[src/hw/rtl/pstf_pkg.sv]
// Package with status codes, format codes and shared types for the PCM converter.
`default_nettype none
package pstf_pkg;

   typedef enum logic [1:0] {
      ST_OK          = 2'd0,
      ST_NONFINITE   = 2'd1,
      ST_RANGE       = 2'd2,
      ST_UNSUPPORTED = 2'd3
   } status_type;

   localparam logic [1:0] CSR_FILE_KIND = 2'd0;
   localparam logic [1:0] CSR_ENCODING  = 2'd1;
   localparam logic [1:0] CSR_BITS      = 2'd2;

   localparam logic [6:0] BITS_RESET = 7'd16;

   // Format settings as seen by the conversion logic.
   typedef struct packed {
      logic       aiff;
      logic       is_float;
      logic [6:0] bits;
   } fmt_type;

   // Result word: value and status.
   typedef struct packed {
      logic [31:0] value;
      status_type  status;
   } result_type;

endpackage
`default_nettype wire

[src/hw/rtl/pstf_convert.sv]
// Combinational conversion of one raw sample word to a float32 pattern and status.
`default_nettype none
module pstf_convert (
   input  wire pstf_pkg::fmt_type    fmt,
   input  wire logic [63:0]          raw,
   output pstf_pkg::result_type      res
);
   import pstf_pkg::*;

   logic [31:0] le32, be32, u;
   logic [31:0] sval;
   logic        neg;
   logic [31:0] mag;
   logic [4:0]  lz;
   logic        found;
   logic [31:0] norm;
   logic [7:0]  exp_i;
   logic [23:0] mant_i;
   logic        rnd_i;
   logic [24:0] mant_r;
   logic [31:0] int_val;
   logic [7:0]  wexp;

   logic        d_sign;
   logic [10:0] d_exp;
   logic [51:0] d_frac;
   logic [31:0] dbl_val;
   logic        dbl_range;
   logic [52:0] sig;
   logic [11:0] sh;
   logic [55:0] shifted;
   logic        sticky;
   logic [23:0] keep;
   logic        g, rs;
   logic [24:0] kr;
   logic [12:0] e_adj;
   logic [30:0] mag_f;

   // Byte assembly in both byte orders.
   always_comb begin
      le32 = raw[31:0];
      unique case (fmt.bits)
         7'd8:    be32 = {24'd0, raw[7:0]};
         7'd16:   be32 = {16'd0, raw[7:0], raw[15:8]};
         7'd24:   be32 = {8'd0, raw[7:0], raw[15:8], raw[23:16]};
         default: be32 = {raw[7:0], raw[15:8], raw[23:16], raw[31:24]};
      endcase
      u = fmt.aiff ? be32 : le32;
   end

   // Sign extend to 32 bits; WAV 8-bit is offset binary.
   always_comb begin
      unique case (fmt.bits)
         7'd8:    sval = fmt.aiff ? {{24{u[7]}}, u[7:0]} : {{24{~u[7]}}, ~u[7], u[6:0]};
         7'd16:   sval = {{16{u[15]}}, u[15:0]};
         7'd24:   sval = {{8{u[23]}}, u[23:0]};
         default: sval = u;
      endcase
      neg = sval[31];
      mag = neg ? (~sval + 32'd1) : sval;
   end

   // Leading zero count of the magnitude.
   always_comb begin
      lz = 5'd0;
      found = 1'b0;
      for (int i = 31; i >= 0; i--) begin
         if (!found && mag[i]) begin
            lz = 5'(31 - i);
            found = 1'b1;
         end
      end
      norm = mag << lz;
   end

   // Integer path: exponent from width and leading zeros, round to nearest even.
   always_comb begin
      unique case (fmt.bits)
         7'd8:    wexp = 8'd127 - 8'd7;
         7'd16:   wexp = 8'd127 - 8'd15;
         7'd24:   wexp = 8'd127 - 8'd23;
         default: wexp = 8'd127 - 8'd31;
      endcase
      mant_i = norm[31:8];
      rnd_i  = norm[7] & (norm[8] | (|norm[6:0]));
      mant_r = {1'b0, mant_i} + {24'd0, rnd_i};
      exp_i  = wexp + 8'd31 - {3'd0, lz} + {7'd0, mant_r[24]};
      if (!found)
         int_val = 32'd0;
      else
         int_val = {neg, exp_i, mant_r[24] ? mant_r[23:1] : mant_r[22:0]};
   end

   // Double path: narrow to float32 with nearest even rounding and subnormals.
   always_comb begin
      d_sign = raw[63];
      d_exp  = raw[62:52];
      d_frac = raw[51:0];
      sig    = {(d_exp != 11'd0), d_frac};
      // Target biased exponent of float: d_exp - 896; below 1 means subnormal.
      if (d_exp > 11'd896)
         sh = 12'd29;
      else
         sh = 12'd29 + 12'd897 - {1'b0, d_exp};
      if (sh > 12'd55) begin
         shifted = 56'd0;
         sticky  = |sig;
      end else begin
         shifted = {sig, 3'b000} >> sh[5:0];
         sticky  = |({sig, 3'b000} & ~(56'hFFFFFFFFFFFFFF << sh[5:0]));
      end
      keep = shifted[26:3];
      g    = shifted[2];
      rs   = (|shifted[1:0]) | sticky;
      kr   = {1'b0, keep} + {24'd0, g & (rs | keep[0])};
      e_adj = (d_exp > 11'd896) ? ({2'b00, d_exp} - 13'd896) : 13'd0;
      // Mantissa carry into the exponent field is handled by plain addition.
      mag_f = {e_adj[7:0] - {7'd0, (d_exp > 11'd896)}, 23'd0} + {6'd0, kr};
      // Anything strictly above the largest float is out of range.
      dbl_range = (e_adj > 13'd254) || (e_adj == 13'd254 && (&keep) && (g || rs));
      dbl_val = {d_sign, mag_f};
   end

   // Select result and status.
   always_comb begin
      res.value  = 32'd0;
      res.status = ST_OK;
      if (fmt.is_float) begin
         if (fmt.aiff)
            res.status = ST_UNSUPPORTED;
         else if (fmt.bits == 7'd32) begin
            if (le32[30:23] == 8'hFF) res.status = ST_NONFINITE;
            else res.value = le32;
         end else if (fmt.bits == 7'd64) begin
            if (d_exp == 11'h7FF) res.status = ST_NONFINITE;
            else if (dbl_range) res.status = ST_RANGE;
            else res.value = dbl_val;
         end else
            res.status = ST_UNSUPPORTED;
      end else if (fmt.bits == 7'd8 || fmt.bits == 7'd16 ||
                   fmt.bits == 7'd24 || fmt.bits == 7'd32) begin
         res.value = int_val;
      end else
         res.status = ST_UNSUPPORTED;
   end

endmodule
`default_nettype wire

[src/hw/rtl/pcm_sample_to_float_core.sv]
// An accepted req word reaches its rsp word through two registers: the input register, then the result register.
// Throughput: one word per cycle while rsp_tready is not held low; the conversion is one pass of combinational logic.
// A full result register with a stalled consumer holds req_tready low only while the input
// register is also full. Reset is synchronous and active high: it empties both registers and
// sets file_kind to WAV, sample_encoding to integer and sample_bits to 16.
`default_nettype none
module pcm_sample_to_float_core (
   input  wire logic        clock,
   input  wire logic        reset,
   input  wire logic        req_tvalid,
   output logic             req_tready,
   input  wire logic [63:0] req_tdata,   // sample_bytes[63:0]
   output logic             rsp_tvalid,
   input  wire logic        rsp_tready,
   output logic [39:0]      rsp_tdata,   // sample_value[31:0], status[33:32], zeros[39:34]
   input  wire logic        csr_we,
   input  wire logic [1:0]  csr_index,
   input  wire logic [6:0]  csr_wdata
);
   import pstf_pkg::*;

   fmt_type     fmt_ff, fmt_in;
   logic        in_valid_ff, in_valid_in;
   logic [63:0] in_data_ff;
   logic        out_valid_ff, out_valid_in;
   result_type  out_ff;
   result_type  conv;
   logic        advance;

   // Configuration registers.
   always_comb begin
      fmt_in = fmt_ff;
      if (csr_we) begin
         unique case (csr_index)
            CSR_FILE_KIND: fmt_in.aiff     = csr_wdata[0];
            CSR_ENCODING:  fmt_in.is_float = csr_wdata[0];
            CSR_BITS:      fmt_in.bits     = csr_wdata;
            default:       fmt_in = fmt_ff;
         endcase
      end
   end

   pstf_convert u_convert (
      .fmt (fmt_ff),
      .raw (in_data_ff),
      .res (conv)
   );

   // Two-stage pipeline control: stage moves when the result register is free.
   always_comb begin
      advance      = !out_valid_ff || rsp_tready;
      req_tready   = !in_valid_ff || advance;
      in_valid_in  = (req_tvalid && req_tready) || (in_valid_ff && !advance);
      out_valid_in = advance ? in_valid_ff : out_valid_ff;
   end

   always_ff @(posedge clock) begin
      if (reset) begin
         fmt_ff       <= '{aiff: 1'b0, is_float: 1'b0, bits: BITS_RESET};
         in_valid_ff  <= 1'b0;
         out_valid_ff <= 1'b0;
      end else begin
         fmt_ff       <= fmt_in;
         in_valid_ff  <= in_valid_in;
         out_valid_ff <= out_valid_in;
      end
   end

   // Payload registers.
   always_ff @(posedge clock) begin
      if (req_tvalid && req_tready) in_data_ff <= req_tdata;
      if (advance && in_valid_ff) out_ff <= conv;
   end

   assign rsp_tvalid = out_valid_ff;
   assign rsp_tdata  = {6'd0, out_ff.status, out_ff.value};

endmodule
`default_nettype wire

[config.mk]
export PLATFORM = sky130hd
export DESIGN_NAME = pcm_sample_to_float_core
export DESIGN_NICKNAME = d
export VERILOG_FILES = /design/src/hw/rtl/pstf_pkg.sv /design/src/hw/rtl/pstf_convert.sv /design/src/hw/rtl/pcm_sample_to_float_core.sv
export SDC_FILE = /design/constraint.sdc
export NUM_CORES = 1
export LEC_CHECK = 0
export CAP_MARGIN = 20
export CORE_MARGIN = 2
export CORE_UTILIZATION = 46
export DETAILED_ROUTE_END_ITERATION = 7
export DONT_BUFFER_PORTS = 1
export GPL_ROUTABILITY_DRIVEN = 0
export GPL_TIMING_DRIVEN = 1
export SLEW_MARGIN = 10
export SYNTH_ARGS = -nofsm -noshare
export SYNTH_HDL_FRONTEND = slang
export SYNTH_HIERARCHICAL = 1
export SYNTH_SLANG_ARGS = --single-unit
[constraint.sdc]
create_clock -name clock -period 12.85 [get_ports clock]
set_clock_uncertainty 0.15 [all_clocks]
set_input_delay 2.57 -clock clock [delete_from_list [all_inputs] [get_ports clock]]
set_output_delay 2.57 -clock clock [all_outputs]
set_load 0.03 [all_outputs]
-- Word level (Yosys, flattened, before mapping)
Index checks and enable logic that the tools add are counted.
W data, S select, Z words.
- register bits: 109
- output and inout port bits: 42
- word-level logic and storage cells: 220
- add/subtract/negate cells: 10
- $lt $le $gt $ge: 3
- equality and inequality tests: 10
- shift operators: 3
- mux-type cells: 89
- bitwise gates (word level): 9
- reductions and logical operators: 88
- operator list (kind ; number):
    $mux W32 ; 10
    $pmux W32 S3 ; 2
    $mux W5 ; 16
    $mux W34 ; 2
    $and A56 B56 Y56 ; 1
    $not A56 Y56 ; 1
    $reduce_or A56 Y1 ; 1
    $shl A56 B6 Y56 const A ; 1
    $shr A56 B6 Y27 ; 1
    $reduce_or A53 Y1 ; 1
    $add A24 B1 Y25 ; 2
    $logic_and A1 B1 Y1 ; 36
    $mux W1 ; 35
    $logic_not A1 Y1 ; 34
    $add A32 B1 Y32 const B ; 1
    $mux W4 ; 8
    $not A32 Y32 ; 1
    $shl A32 B5 Y32 ; 1
    $add A31 B25 Y31 ; 1
    $mux W27 ; 1
    $reduce_and A24 Y1 ; 1
    $mux W23 ; 1
    $pmux W5 S3 ; 1
    $eq A7 B5 Y1 const B ; 2
    30 further kinds ; 51

-- Depth between registers and ports, before layout
- depth in word-level cells: 112
- depth in mapped cells: 39
- gate-level depth less buffers: 32

-- By module
The synthesis kept the hierarchy.
- modules (own cells, without submodules) (module ; times used ; cells each ; area an instance (um2) ; sequential area each (um2)):
    pstf_convert ; 1 ; 1833 ; 11856.4 ; 0.0
    pcm_sample_to_float_core ; 1 ; 154 ; 3480.8 ; 3163.0

-- Worst setup path after synthesis
OpenSTA, ideal clock, no wires.
- kind: flip-flop to flip-flop
- start point: register fmt_ff[1] (netlist name)
- end point: register out_ff, in the netlist rsp_tdata[27], data pin
- library setup time: 275 ps
- arrival: 7537 ps
- data required time: 12425 ps
- slack: 4888 ps
- cell stages (with the launch flop): 37
- path buffers: 8
- clock period less this slack: 7962 ps
- path through: dfxtp_1 -> or3_1 -> clkbuf_1 -> buf_2 -> nor3_4 -> o221a_2 -> ha_1 -> inv_1 -> a211oi_1 -> and4_1 -> buf_2 -> nand3_1 -> clkbuf_1 -> o31ai_1 -> xor2_1 -> or4b_1 -> or2_1 -> clkbuf_1 -> and2_1 -> o311a_1 -> buf_6 -> buf_6 -> a221oi_2 -> o21ai_0 -> o32ai_1 -> ha_1 -> nand2_1 -> or4_4 -> nor4_2 -> nand3_2 -> and4bb_1 -> buf_4 -> ha_1 -> ha_1 -> a31oi_1 -> xor2_1 -> o221ai_1
- RTL lines (what ; line ; source):
    start, declared ; pcm_sample_to_float_core.sv:22 ; fmt_type fmt_ff, fmt_in;
    start signal, assigned ; pcm_sample_to_float_core.sv:59 ; fmt_ff <= '{aiff: 1'b0, is_float: 1'b0, bits: BITS_RESET};
    start signal, assigned ; pcm_sample_to_float_core.sv:63 ; fmt_ff <= fmt_in;
    end signal, assigned ; pcm_sample_to_float_core.sv:72 ; if (advance && in_valid_ff) out_ff <= conv;
    end, declared ; pcm_sample_to_float_core.sv:26 ; result_type out_ff;

==> flow_summary.yaml <==
global_route:
  grt_pass1_vias: 15100
  grt_max_degree: 65
  grt_pass1_wl_um: 93500
  gr-usage-all-layers: 0.342
  grt-ovfl-total: 0
  grt_antenna_before_repair: 1
clocking:
  ctsResizeCount: 0
  hold_buffers: 0
  clk_pin_slew_worst_paths_ns: 0.08
  post_cts_buffers: 0
  cts.sinks: 109
  cts_buffers: 9
  cts_root_buf: "clkbuf_16"
  cts_tree: "yes"
  htreeDepth: 3
  clock_tree.buffer_depth: 2
  clkLatencyLatePin_ns: 0.38
power:
  ir_worst_vdd_v: 0.000114
  power_frac_comb: 0.628
  power.internal_mw: 1.09
  power_mw: 2.24
  p_switching_mw: 1.16
  power.density_nw_per_um2: 142
  p_leak_nw: 5.40
  p_sw_frac: 0.516
  p_clk_frac: 0.132
  seqPwrFrac: 0.240
drt:
  wl_per_cell_um: 26.8
  topRoutingLayerUsed: "met5"
  first_iter_violations: 3065
  routed_wl_um: 61700
  antenna_left: 0
  drcViolationCount: 0
  num_vias: 16800
  wl_met2_um: 25800
  dr.pass1.iters: 7
  wl_met1_um: 24800
  viasPerCell: 7.31
  wl_met3_um: 8440
critical_path:
  cp_data_arrival_time_ns: 10.41
  worstSetupPathType: "reg2reg"
  crit_fanout: 20
  cp-start-kind: "flip-flop"
  slowest_stage: "o311ai_2"
  crit_path_end_kind: "flip-flop"
  crit_required_ns: 12.82
  max_stage_delay_ns: 0.94
  worst_path_most_repeated_cell: "ha_1"
  r2r_cells: 29
synthesis:
  synthTopCellsByArea: "edfxtp_1 (19%), mux2i_1 (6.9%), nand2_1 (6.5%)"
  ys.flop_type: "edfxtp_1"
  synth_edf_count: 98
  synth_area_per_cell_um2: 7.72
  synthArstFlopShare: 0
  yosysSeqAreaShare: 0.206
  synth_cells: 1987
  synth_top_area_share: 0.192
  ys_ff_latch: 109
  synth_area_um2: 15300
  yosysWarnings: 6
  synth_top_cell_by_area: "edfxtp_1"
  yosysUniqueCellTypes: 111
cells_and_area:
  stdcell_count: 2304
  layout.nets: 1948
  layout_common_cells: "nand2_1 (263), nor2_1 (144), a21oi_1 (126)"
  diodes: 0
  syn2layout_area_growth_pct: 2.80
  drive_gt1_frac: 0.104
  final_common_cell: "nand2_1"
  fillers: 3248
timing:
  setup_tns_ns: 0
  fmaxAchievable_ghz: 0.0958
  slew_headroom: 0.246
  setup_viol: 0
  period_needed_ns: 10.44
  rsz0062_at_grt: "false"
  finalHoldViolations: 0
  finalCritPeriodShare: 0.813
  slew_violations: 0
  tightest_slew_ns: 1.13
run:
  drv_cap: 0
hold_path:
  min_path_type: "reg2reg"
  whs_path_depth: 2
floorplan:
  die-area_um2: 34800
  die_x_um: 187
  core_region_area_um2: 32700
  die_h_um: 187
  ioPinCount: 120
  start_util: 0.469
  row_count: 66
place:
  dp_hpwl_um: 44600
  dp_cells: 2286
  port-buffer-count: 0
outcome:
  status: "complete, no violations"
## power groups by stage
stage	combinational, mW	sequential (mW)	clock [mW]
after CTS	1.35	0.534	0.307
after global placement	1.34	0.542	0
final	1.41	0.538	0.297
after floorplan	1.03	0.505	0
after global routing	1.49	0.539	0.315
after detailed placement	1.34	0.542	0
## metal layers
layer	global-route usage	vias up
met2	0.500	1410
met1	0.474	7819
met4	0.138	2
met5	0	-
met3	0.0969	277
li1	-	7327
## state kept, by name (all words and copies together) (netlist names)
| register | flops |
|---|---|
| rsp_tdata | 34 |
| fmt_ff | 9 |
| in_valid_ff | 1 |
| in_data_ff | 64 |
| rsp_tvalid | 1 |
## synth_stat cells, drive strengths merged, types with 12 or more instances
| library cell | n |
|---|---|
| o22ai | 38 |
| nand4 | 35 |
| ha | 13 |
| nand3 | 81 |
| o211ai | 25 |
| a211oi | 34 |
| buf | 55 |
| clkbuf | 126 |
| a22oi | 30 |
| inv | 36 |
| a21o | 14 |
| or2 | 17 |
| nor4 | 36 |
| mux2i | 108 |
| and3 | 20 |
| nand2 | 266 |
| nand2b | 24 |
| a21oi | 127 |
| edfxtp | 98 |
| or3 | 17 |
| a31oi | 31 |
| xnor2 | 53 |
| o21ai | 126 |
| nor3 | 70 |
| and2 | 17 |
| o221ai | 12 |
| mux4 | 41 |
| a221oi | 14 |
| a22o | 14 |
| mux2 | 27 |
| nor2b | 14 |
| nor2 | 148 |
| xor2 | 30 |
## kinds of logic (layout without fill, tap and decap cells)
kind of cell,Yosys count,in the layout,share of synthesized area
xor+xnor,83,83,0.0474
flops,109,109,0.206
fa+ha+maj,13,13,0.0106
mux,176,176,0.152
simple gates,794,794,0.257
compound gates,593,593,0.267
buf+inv,218,88,0.0600
other cells,1,6,0.000245
## per-stage QoR
stage	cell area, um2	hold slack [ns]	setup slack, ns	util
2_1_floorplan	15400	0.284	4.89	-
3_3_place_gp	15400	0.285	2.97	0.472
3_5_place_dp	15400	0.302	2.80	0.472
4_1_cts	15700	0.314	2.77	0.481
5_1_grt	15800	0.329	1.90	0.482
6_report	15800	0.309	2.41	0.482
## layout make-up
class | count | area (um2) | area share
sequential | 109 | 3160 | 0.201
clock buffer | 9 | 225 | 0.0143
inverter | 37 | 139 | 0.00881
multi-input combinational | 1665 | 11300 | 0.718
clock inverter | 7 | 88.8 | 0.00563
timing repair buffer | 35 | 270 | 0.0171
tap | 442 | 553 | 0.0351
## critical path, delay by kind of cell, from the launching register on
kind | cells | cell delay, ns
XOR/XNOR | 1 | 0.16
AND/OR/NAND/NOR | 11 | 3.43
adder cells (fa/ha/maj) | 4 | 1.04
buffers and inverters | 2 | 0.29
flip-flops | 1 | 0.83
AO/OA/AOI/OAI | 11 | 4.26
## worst paths after layout
| check | to | slack [ns] | start |
|---|---|---|---|
| worst min register to register | rsp_tvalid$_SDFFE_PP0P_ | 0.31 | in_valid_ff$_SDFF_PP0_ |
| worst min-delay path | rsp_tvalid$_SDFFE_PP0P_ | 0.31 | in_valid_ff$_SDFF_PP0_ |
| worst max register to register | rsp_tdata[27]$_DFFE_PP_ | 2.41 | fmt_ff[3]$_SDFFE_PP0P_ |
| worst max-delay path | rsp_tdata[27]$_DFFE_PP_ | 2.41 | fmt_ff[3]$_SDFFE_PP0P_ |
Note: power is estimated with default switching activity, not from simulation.
